**src/rtl/assert_macros.svh**
```systemverilog
// Assertion macros, included by glr_dp.sv.
`ifndef ASSERT_MACROS_SVH
`define ASSERT_MACROS_SVH

// Same-cycle implication, disabled during reset.
`define ASSERT_IMPL(label, clk, rst_n, ante, cons) \
  label: assert property (@(posedge clk) disable iff (!rst_n) (ante) |-> (cons)) \
    else $error("assertion failed");

// Next-cycle implication, disabled during reset.
`define ASSERT_NEXT(label, clk, rst_n, ante, cons) \
  label: assert property (@(posedge clk) disable iff (!rst_n) (ante) |=> (cons)) \
    else $error("assertion failed");

`endif

```
**src/rtl/glr_pkg.sv**
```systemverilog
`timescale 1ns / 1ps
package glr_pkg;

  localparam int CoordW       = 6;
  localparam int ColorW       = 24;
  localparam int ChanW        = 8;
  localparam int KW           = 7;
  localparam int DefCoordRange = 64;
  localparam int Percent      = 100;
  // floor(v/100) == (v*5243)>>19 for v below 43690
  localparam int RecipMul     = 5243;
  localparam int RecipShift   = 19;
  localparam int NumW         = 16;
  localparam int ScaledW      = 29;

  typedef struct packed {
    logic [CoordW-1:0] start_x;
    logic [CoordW-1:0] start_y;
    logic [CoordW-1:0] end_x;
    logic [CoordW-1:0] end_y;
    logic [ColorW-1:0] start_rgb;
    logic [ColorW-1:0] end_rgb;
  } glr_in_t;

  typedef struct packed {
    logic [CoordW-1:0] pixel_x;
    logic [CoordW-1:0] pixel_y;
    logic [ColorW-1:0] pixel_rgb;
    logic              last_pixel;
  } glr_out_t;

  typedef enum logic [2:0] {
    ST_IDLE,
    ST_DIV,
    ST_MUL1,
    ST_MUL2,
    ST_EMIT
  } glr_state_t;

  typedef struct packed {
    logic load;
    logic div_step;
    logic mul1;
    logic mul2;
    logic advance;
  } glr_cmd_t;

  typedef struct packed {
    logic span_zero;
    logic div_done;
    logic last;
  } glr_status_t;

endpackage

```
**src/rtl/glr_ctrl.sv**
```systemverilog
`timescale 1ns / 1ps
module glr_ctrl (
  input  logic                clk,
  input  logic                rst_n,
  input  logic                in_valid,
  output logic                in_stall,
  output logic                out_valid,
  input  logic                out_stall,
  input  glr_pkg::glr_status_t sts,
  output glr_pkg::glr_cmd_t    cmd
);

  glr_pkg::glr_state_t state_r, state_nxt;

  // hold state
  always_ff @(posedge clk) begin
    if (!rst_n) begin
      state_r <= glr_pkg::ST_IDLE;
    end else begin
      state_r <= state_nxt;
    end
  end

  // next state
  always_comb begin
    state_nxt = state_r;
    unique case (state_r)
      glr_pkg::ST_IDLE: if (in_valid) state_nxt = glr_pkg::ST_DIV;
      glr_pkg::ST_DIV:  if (sts.span_zero || sts.div_done) state_nxt = glr_pkg::ST_MUL1;
      glr_pkg::ST_MUL1: state_nxt = glr_pkg::ST_MUL2;
      glr_pkg::ST_MUL2: state_nxt = glr_pkg::ST_EMIT;
      glr_pkg::ST_EMIT: begin
        if (!out_stall) state_nxt = sts.last ? glr_pkg::ST_IDLE : glr_pkg::ST_MUL1;
      end
      default: state_nxt = glr_pkg::ST_IDLE;
    endcase
  end

  // outputs
  always_comb begin
    cmd       = '0;
    in_stall  = 1'b1;
    out_valid = 1'b0;
    unique case (state_r)
      glr_pkg::ST_IDLE: begin
        in_stall = 1'b0;
        cmd.load = in_valid;
      end
      glr_pkg::ST_DIV:  cmd.div_step = !(sts.span_zero || sts.div_done);
      glr_pkg::ST_MUL1: cmd.mul1 = 1'b1;
      glr_pkg::ST_MUL2: cmd.mul2 = 1'b1;
      glr_pkg::ST_EMIT: begin
        out_valid   = 1'b1;
        cmd.advance = !out_stall && !sts.last;
      end
      default: ;
    endcase
  end

endmodule

```
**src/rtl/glr_dp.sv**
```systemverilog
`timescale 1ns / 1ps
`include "assert_macros.svh"
module glr_dp #(
  parameter int COORD_RANGE = glr_pkg::DefCoordRange
) (
  input  logic                 clk,
  input  logic                 rst_n,
  input  glr_pkg::glr_in_t     in_data,
  output glr_pkg::glr_out_t    out_data,
  input  glr_pkg::glr_cmd_t    cmd,
  output glr_pkg::glr_status_t sts
);

  localparam int CW = glr_pkg::CoordW;
  localparam logic [CW:0] MaxC = (COORD_RANGE > (1 << CW)) ? (CW+1)'((1 << CW) - 1)
                                                          : (CW+1)'(COORD_RANGE - 1);

  logic [CW-1:0] sma_r, smi_r, span_r, mspan_r, d_r, off_r, offrem_r, krem_r, drem_r;
  logic          xmajor_r, dec_r, ceil_r;
  logic [glr_pkg::ColorW-1:0] sc_r, ec_r;
  logic [glr_pkg::KW-1:0]     k_r, dvd_r;
  logic [2:0]                 dcnt_r;
  logic [14:0]                prod_r [3];
  logic [glr_pkg::ScaledW-1:0] scaled_r [3];

  logic [CW-1:0] ax, ay, bx, by, dx, dy;
  logic          xmaj;
  logic [CW-1:0] l_sma, l_smi, l_emi;
  logic [glr_pkg::ColorW-1:0] l_sc, l_ec;
  logic [CW:0]   rem_sh, osum, ksum;
  logic [CW-1:0] off_eff, minor, major;
  logic [glr_pkg::ChanW-1:0] cha [3];
  logic [glr_pkg::ChanW-1:0] chb [3];
  logic [glr_pkg::NumW-1:0]  num [3];

  function automatic logic [CW-1:0] clampc(input logic [CW-1:0] v);
    return ({1'b0, v} > MaxC) ? MaxC[CW-1:0] : v;
  endfunction

  // order endpoints along the major axis
  always_comb begin
    ax = clampc(in_data.start_x);
    ay = clampc(in_data.start_y);
    bx = clampc(in_data.end_x);
    by = clampc(in_data.end_y);
    dx = (ax > bx) ? ax - bx : bx - ax;
    dy = (ay > by) ? ay - by : by - ay;
    xmaj = dx >= dy;
    if (xmaj ? (ax > bx) : (ay > by)) begin
      l_sma = xmaj ? bx : by;  l_smi = xmaj ? by : bx;
      l_emi = xmaj ? ay : ax;
      l_sc  = in_data.end_rgb; l_ec  = in_data.start_rgb;
    end else begin
      l_sma = xmaj ? ax : ay;  l_smi = xmaj ? ay : ax;
      l_emi = xmaj ? by : bx;
      l_sc  = in_data.start_rgb; l_ec = in_data.end_rgb;
    end
  end

  // step sums
  assign rem_sh = {drem_r, dvd_r[glr_pkg::KW-1]};
  assign osum   = {1'b0, offrem_r} + {1'b0, mspan_r};
  assign ksum   = {1'b0, krem_r} + {1'b0, drem_r};

  // color channel arithmetic
  always_comb begin
    for (int c = 0; c < 3; c++) begin
      cha[c] = sc_r[c*glr_pkg::ChanW +: glr_pkg::ChanW];
      chb[c] = ec_r[c*glr_pkg::ChanW +: glr_pkg::ChanW];
      num[c] = (cha[c] >= chb[c])
        ? glr_pkg::NumW'(cha[c]) * glr_pkg::NumW'(glr_pkg::Percent) - glr_pkg::NumW'(prod_r[c])
        : glr_pkg::NumW'(cha[c]) * glr_pkg::NumW'(glr_pkg::Percent) + glr_pkg::NumW'(prod_r[c]);
    end
  end

  always_ff @(posedge clk) begin
    if (!rst_n) begin
      span_r   <= '0;
      mspan_r  <= '0;
      offrem_r <= '0;
      krem_r   <= '0;
      drem_r   <= '0;
      k_r      <= '0;
      dcnt_r   <= '0;
    end else if (cmd.load) begin
      // capture the ordered segment, arm the 100/span divider
      sma_r    <= l_sma;
      smi_r    <= l_smi;
      sc_r     <= l_sc;
      ec_r     <= l_ec;
      xmajor_r <= xmaj;
      span_r   <= xmaj ? dx : dy;
      mspan_r  <= xmaj ? dy : dx;
      dec_r    <= l_emi < l_smi;
      ceil_r   <= !xmaj && (l_emi < l_smi);
      d_r      <= '0;
      off_r    <= '0;
      offrem_r <= '0;
      k_r      <= '0;
      krem_r   <= '0;
      dvd_r    <= glr_pkg::KW'(glr_pkg::Percent);
      drem_r   <= '0;
      dcnt_r   <= 3'(glr_pkg::KW);
    end else begin
      // restoring divide, one quotient bit a cycle
      if (cmd.div_step) begin
        dcnt_r <= dcnt_r - 3'd1;
        if (rem_sh >= {1'b0, span_r}) begin
          drem_r <= CW'(rem_sh - {1'b0, span_r});
          dvd_r  <= {dvd_r[glr_pkg::KW-2:0], 1'b1};
        end else begin
          drem_r <= rem_sh[CW-1:0];
          dvd_r  <= {dvd_r[glr_pkg::KW-2:0], 1'b0};
        end
      end
      // form channel products
      if (cmd.mul1) begin
        for (int c = 0; c < 3; c++) begin
          prod_r[c] <= 15'(((cha[c] >= chb[c]) ? cha[c] - chb[c] : chb[c] - cha[c])) *
                       15'(k_r);
        end
      end
      // scale by 1/100
      if (cmd.mul2) begin
        for (int c = 0; c < 3; c++) begin
          scaled_r[c] <= glr_pkg::ScaledW'(num[c]) * glr_pkg::ScaledW'(glr_pkg::RecipMul);
        end
      end
      // advance to the next major position
      if (cmd.advance) begin
        d_r <= d_r + 1'b1;
        if (osum >= {1'b0, span_r}) begin
          off_r    <= off_r + 1'b1;
          offrem_r <= CW'(osum - {1'b0, span_r});
        end else begin
          offrem_r <= osum[CW-1:0];
        end
        if (ksum >= {1'b0, span_r}) begin
          k_r    <= k_r + dvd_r + 1'b1;
          krem_r <= CW'(ksum - {1'b0, span_r});
        end else begin
          k_r    <= k_r + dvd_r;
          krem_r <= ksum[CW-1:0];
        end
      end
    end
  end

  // pixel assembly
  always_comb begin
    off_eff = off_r + CW'(ceil_r && (offrem_r != '0));
    minor   = dec_r ? smi_r - off_eff : smi_r + off_eff;
    major   = sma_r + d_r;
    out_data.pixel_x    = xmajor_r ? major : minor;
    out_data.pixel_y    = xmajor_r ? minor : major;
    out_data.last_pixel = d_r == span_r;
    for (int c = 0; c < 3; c++) begin
      out_data.pixel_rgb[c*glr_pkg::ChanW +: glr_pkg::ChanW] =
        scaled_r[c][glr_pkg::RecipShift +: glr_pkg::ChanW];
    end
  end

  assign sts.span_zero = span_r == '0;
  assign sts.div_done  = dcnt_r == '0;
  assign sts.last      = d_r == span_r;

  `ASSERT_IMPL(a_offrem_lt_span, clk, rst_n, span_r != '0, offrem_r < span_r)
  `ASSERT_IMPL(a_k_bounded, clk, rst_n, 1'b1, k_r <= glr_pkg::KW'(glr_pkg::Percent))
  `ASSERT_NEXT(a_adv_steps_d, clk, rst_n, cmd.advance && !cmd.load, d_r == $past(d_r) + 1'b1)

endmodule

```
**src/rtl/gradient_line_rasterizer.sv**
```systemverilog
`timescale 1ns / 1ps
// Line segment rasterizer with per-pixel RGB interpolation.
// Input channel (in_valid/in_stall/in_data): one segment per transfer, two
// tile-local endpoints and their colors. The endpoints are ordered along the
// major axis (x on equal spans) and one pixel is produced per major step.
// Output channel (out_valid/out_stall/out_data): one pixel per transfer, with
// last_pixel set on the final pixel of the segment.
// Sequence: after the segment transfer, a bit-serial divider computes 100/span
// (no divide steps for a single point), then each pixel passes through the
// two multiply steps (products, then scaling by 1/100) before it is
// offered.
// One segment is processed at a time: in_stall is high from the segment
// transfer until the last pixel has transferred.
// While out_stall is high the current pixel is held unchanged.
// Reset (rst_n low, synchronous) returns the controller to idle and drops
// any segment in progress.
module gradient_line_rasterizer #(
  parameter int COORD_RANGE = glr_pkg::DefCoordRange
) (
  input  logic              clk,
  input  logic              rst_n,
  input  logic              in_valid,
  output logic              in_stall,
  input  glr_pkg::glr_in_t  in_data,
  output logic              out_valid,
  input  logic              out_stall,
  output glr_pkg::glr_out_t out_data
);

  glr_pkg::glr_cmd_t    cmd;
  glr_pkg::glr_status_t sts;

  glr_ctrl u_ctrl (
    .clk       (clk),
    .rst_n     (rst_n),
    .in_valid  (in_valid),
    .in_stall  (in_stall),
    .out_valid (out_valid),
    .out_stall (out_stall),
    .sts       (sts),
    .cmd       (cmd)
  );

  glr_dp #(
    .COORD_RANGE (COORD_RANGE)
  ) u_dp (
    .clk      (clk),
    .rst_n    (rst_n),
    .in_data  (in_data),
    .out_data (out_data),
    .cmd      (cmd),
    .sts      (sts)
  );

endmodule

```
**config.mk**
```make
export PLATFORM = sky130hd
export DESIGN_NAME = gradient_line_rasterizer
export DESIGN_NICKNAME = d
export VERILOG_FILES = /design/src/rtl/glr_pkg.sv /design/src/rtl/glr_ctrl.sv /design/src/rtl/glr_dp.sv /design/src/rtl/gradient_line_rasterizer.sv
export VERILOG_INCLUDE_DIRS = /design/src /design/src/rtl
export SDC_FILE = /design/constraint.sdc
export NUM_CORES = 2
export LEC_CHECK = 0
export BUFFER_PORTS_ARGS = -buffer_cell sky130_fd_sc_hd__buf_2
export CAP_MARGIN = 20
export CELL_PAD_IN_SITES_DETAIL_PLACEMENT = 1
export CELL_PAD_IN_SITES_GLOBAL_PLACEMENT = 1
export CORE_ASPECT_RATIO = 1.4
export CORE_MARGIN = 4
export CORE_UTILIZATION = 52
export DETAILED_ROUTE_END_ITERATION = 16
export GPL_TIMING_DRIVEN = 0
export PLACE_DENSITY = 0.82
export SLEW_MARGIN = 40
export SYNTH_ARGS = -nofsm -noshare
export SYNTH_HDL_FRONTEND = slang
export SYNTH_SLANG_ARGS = --single-unit
```
**constraint.sdc**
```tcl
create_clock -name clk -period 9.74 [get_ports clk]
set_clock_uncertainty 0.1 [all_clocks]
set_input_delay 1.948 -clock clk [delete_from_list [all_inputs] [get_ports clk]]
set_output_delay 1.948 -clock clk [all_outputs]
set_load 0.1 [all_outputs]
```
* Word level (Yosys, flattened, before mapping)
Memories as Yosys holds them, arrays and structs flattened.
Cells that the tools add are included.
** Operators by class
- $add $sub $neg :: 30
- Multiply operators :: 9
- Div/mod/pow operators :: 0
- Order comparisons :: 10
- Equality and inequality tests :: 8
- Shifts and indexed selects :: 0
- Muxes and demuxes :: 54
- Bitwise logic cells :: 1
- Reductions and logical operators :: 21
** Operators with widths (number)
- $mux 6 :: 20
- $mul 16x13->29 const B :: 3
- $sub 8x8->9 :: 6
- $add 15x15->16 :: 3
- $mux 16 :: 3
- $mux 24 :: 2
- $sub 15x15->16 :: 3
- $sub 6x6->6 :: 8
- $mul 15x7->15 :: 3
- $mux 15 :: 3
- $mul 8x5->13 const B :: 3
- $ge 8x8->1 :: 3
- $ge 7x6->1 :: 3
- $mux 1 :: 17
- $mux 3 :: 5
- $pmux 3 s5 :: 1
- $add 6x6->7 :: 2
- $mux 7 :: 2
- $add 6x1->6 const B :: 2
- $add 6x6->6 :: 2
- $gt 6x6->1 :: 2
- $add 7x1->7 const B :: 1
- $add 7x7->7 :: 1
- $add 6x1->6 :: 1
- 21 further kinds :: 34
** Storage, ports and cells
- Bits in registers :: 125
- Latch bits :: 0
- Bits in writable memories :: 132
- Memory bits (read-only) :: 0
- Output and inout port bits :: 39
- Memories kept :: 2
** Memory list
- u_dp.scaled_r :: depth 3, width 29, read ports 3, clocked after memory_dff 0, wr ports 3, line glr_dp.sv:24 : logic [glr_pkg::ScaledW-1:0] scaled_r [3];
- u_dp.prod_r :: depth 3, width 15, read ports 3, clocked after memory_dff 0, wr ports 3, line glr_dp.sv:23 : logic [14:0] prod_r [3];

* Longest topological paths before layout
- Depth in word-level cells :: 7
- Gate-level depth with buffers :: 37
- Gate-level depth less buffers :: 36

* By module
Synthesis repeated with hierarchy kept, for this count alone.
** Unflattened totals
- Cells, all modules :: 3751
- Area total of the unflattened synthesis :: 35231.3 µm²
** Modules (own cells, without submodules)
- glr_dp :: instances 1, cells each 3729, area an instance 35024.8 µm², seq. area each 5335.1 µm²
- glr_ctrl :: instances 1, cells each 22, area an instance 206.4 µm², seq. area each 60.1 µm²

* Worst setup path after synthesis
Ideal clock, no wire load.
- Kind :: reg2reg
- Start point :: reg u_dp.sc_r[17] (netlist name)
- End point :: mem u_dp.scaled_r[0][84] (netlist name), data pin
- Setup time :: 260 ps
- Arrival time :: 8579 ps
- Data required time :: 9380 ps
- Slack :: 801 ps
- Stages on the path, launching flop included :: 37
- Buffers on the path :: 1
- Cells stage by stage :: edfxtp_1 ha_1 ha_1 ha_1 ha_1 a21o_1 a21oi_1 o21ai_0 a21oi_1 o21bai_1 a21oi_1 xnor2_1 ha_1 clkbuf_1 nor2_1 o21ai_0 o41ai_1 nor3b_1 xor2_1 ha_1 inv_1 fa_1 inv_1 fa_1 fa_1 inv_1 fa_1 inv_1 ha_1 a21o_1 a31oi_1 nand3_1 o21ai_0 o21ai_0 or3_1 a21oi_1 xnor2_1
** RTL lines
- from (decl) :: line glr_dp.sv:20 : logic [glr_pkg::ColorW-1:0] sc_r, ec_r;
- from (signal assigned) :: line glr_dp.sv:89 : sc_r <= l_sc;
- to (decl) :: line glr_dp.sv:24

==> results.json <==
{
  "htreeDepth": 4,
  "syn_area_um2": 36100,
  "final_nets": 5144,
  "synth_top_cell_by_area": "ha_1",
  "core_area_um2": 68900,
  "synthTopCellsByArea": "ha_1 23%, fa_1 21%, edfxtp_1 13%",
  "initial_core_util_pct": 52.4,
  "die_area_um2": 73800,
  "clk_path_buf_depth": 2,
  "worst_slack_ns": 0.449,
  "cp_num_buf_inv": 4,
  "ys_seq_area_share_pct": 14.9,
  "diodes": 0,
  "clkTransAtPathRegs_ns": 0.09,
  "syn_inst": 3869,
  "synth_top_area_share_pct": 22.9,
  "drcViolationCount": 0,
  "r2r-start": "u_dp.sc_r[18]",
  "io_pins": 115,
  "die_h_um": 320,
  "worst-path-max-fanout": 6,
  "hold_ws_ns": 0.368,
  "grt_pass1_vias": 31360,
  "maxCapViolations": 0,
  "fin_util_pct": 56.4,
  "hold_buffers": 0,
  "synth_async_sr_flop_share_pct": 0,
  "hold_viol_final": 0,
  "ctsRootBufferMaster": "clkbuf_16",
  "ys_ff_latch": 194,
  "cp-start-kind": "flop",
  "synth_ff_type": "edfxtp_1",
  "synth_edf_count": 151,
  "cp_slowest_cell": "fa_1",
  "synth_cell_type_count": 91,
  "crit_path_end_kind": "flop",
  "grt.overflow.total": 0,
  "insertion_delay_ns": 0.52,
  "drive_gt1_share_pct": 8.48,
  "worstMarginPinSlew_ns": 0.918,
  "syn_area_per_cell_um2": 9.33,
  "timing.fmax_mhz": 108,
  "grt_max_degree": 25,
  "antenna_found_initial": 1,
  "final.period_utilization_pct": 95.4,
  "vias": 27765,
  "hold_path.class": "reg2reg",
  "max-slew-margin-rel_pct": 38.6,
  "hp-start": "u_dp.krem_r[2]",
  "place_ws_ns": -0.686,
  "slowest_delay_ns": 0.57,
  "cts_buffers": 17,
  "area_growth_pct": 7.69,
  "path_class": "reg2reg",
  "worstPathArrival_ns": 9.45,
  "routed_wirelength_mm": 99.7,
  "grt_pass1_wl_mm": 161,
  "port_buffers": 114,
  "globalplace.congestion": 0.862,
  "std_cell_rows": 114,
  "startpoint": "u_dp.sc_r[18]",
  "outcome": "finished clean",
  "dp_hpwl_mm": 84.0,
  "path_delay_family": "adder cells",
  "final_cell_count_no_fill": 4962,
  "vias_per_cell": 5.60,
  "cts_tree": "yes",
  "routedWlPerCell_um": 20.1,
  "syn-num-nets": 4992,
  "drt_iter0_markers": 987,
  "period_minus_slack_ns": 9.29,
  "dp.cells": 4918,
  "postRouteAntennaNets": 0,
  "firstDrtPassIters": 4,
  "die_x_um": 231,
  "finalSetupViolations": 0,
  "finalMaxSlewViolations": 0,
  "cp_data_required_time_ns": 9.90,
  "track_usage_pct": 27.1,
  "ys_warn_count": 0,
  "cts_sinks": 194
}
[flip-flops by register name, indices dropped and copies added, names as in the netlist, 3 cells and up]
signal,count
u_dp.prod_r,45
u_dp.ec_r,24
u_dp.sc_r,24
u_dp.scaled_r,24
u_dp.dvd_r,7
u_dp.k_r,7
u_dp.d_r,6
u_dp.drem_r,6
u_dp.krem_r,6
u_dp.mspan_r,6
u_dp.off_r,6
u_dp.offrem_r,6
u_dp.sma_r,6
u_dp.smi_r,6
u_dp.span_r,6
u_ctrl.state_r,3
u_dp.dcnt_r,3
[final cells by class]
| type | instances | area, um2 |
|---|---|---|
| sequential | 194 | 5400 |
| inverter | 773 | 2900 |
| buffer | 84 | 363 |
| multi-input combinational | 2815 | 27700 |
| timing repair buffer | 136 | 791 |
| tap | 928 | 1160 |
| clock buffer | 18 | 429 |
| clock inverter | 14 | 135 |
| fill | 7982 | 30000 |
[worst paths after layout]
check / slack (ns) / cells past startpoint / endpoint
worst max-delay path: 0.45 / 32 / u_dp.scaled_r[0][84]
worst min-delay path: 0.37 / 2 / u_dp.krem_r[2]
worst max register to register: 0.45 / 32 / u_dp.scaled_r[0][84]
worst min register to register: 0.37 / 2 / u_dp.krem_r[2]
[cell usage after synthesis (all sizes together), types with 17 or more instances]
master and number:
a211oi 38, a21o 62, a21oi 167, a31oi 17, and2 39, buf 26
clkbuf 61, dfxtp 43, edfxtp 151, fa 387, ha 660, inv 772
mux2 81, mux2i 81, nand2 266, nand2b 53, nand3 32, nor2 203
nor2b 61, nor3 63, o211ai 17, o21a 27, o21ai 122, or3 19
xnor2 169, xor2 58
[logic make-up (layout without fill, tap and decap cells)]
kind of cell               count (synthesis)  count (layout)  share of synthesized area (%)
adders and majority gates               1047            1047                           44.3
and+or+nand+nor                          790             790                           10.3
buffers and inverters                    860            1025                           9.07
muxes                                    162             162                           4.77
xor gates and xnor gates                 230             230                           5.69
DFF                                      194             194                           14.9
AOI/OAI and AO/OA                        586             586                           10.9
[per-layer routing]
layer	global-route usage, %	wire [um]	vias up
met5	0	7	-
met4	9.64	3600	2
met3	2.90	2260	176
met2	54.7	56500	405
met1	28.7	37300	14120
li1	-	-	13062
[layout by cell type, fill, tap and decap left out, drive strengths merged, types with 5 or more instances in the layout]
cell,instances
o41ai,9
nor2,203
a211oi,38
fa,387
a2111oi,10
o21bai,16
edfxtp,151
ha,660
a21boi,16
or2,5
a21o,62
clkbuf,76
o21a,27
inv,781
or3,19
nor3,63
o21ai,122
dfxtp,43
mux2,81
o211ai,17
nand2b,53
nor3b,7
nand3,32
nand2,266
nand4,12
xor2,58
xnor2,169
nor4,6
and2,39
clkinv,6
buf,162
a221oi,6
mux2i,81
o31ai,15
a311oi,7
a31oi,17
a21oi,167
and3,11
a211o,6
nor2b,61
[through the flow]
stage	area [um2]	TNS, ns
4_1_cts	38600	0
2_1_floorplan	36100	0
3_3_place_gp	37800	-1.18
3_5_place_dp	38000	-2.31
6_report	38900	0
5_1_grt	38900	-0.00414
[what timing repair did]
item | in CTS | in global routing
pin swaps | 3 | 6
hold endpoints to repair | 0 | 0
buffers inserted | 4 | 11
gates resized for setup | 12 | 24
setup endpoints to repair | 12 | 17
[worst register-to-register path, delay by kind of cell, from the launching register on]
| family | cells | cell delay (ns) |
|---|---|---|
| DFF | 1 | 0.53 |
| xor gates and xnor gates | 3 | 0.48 |
| adders and majority gates | 11 | 4.63 |
| and+or+nand+nor | 4 | 0.78 |
| AOI/OAI and AO/OA | 10 | 2.16 |
| buffers and inverters | 4 | 0.36 |
Power is left out: the tool's default activity adds up to more than one toggle a clock period on the data nets, which glitch-free logic cannot reach.
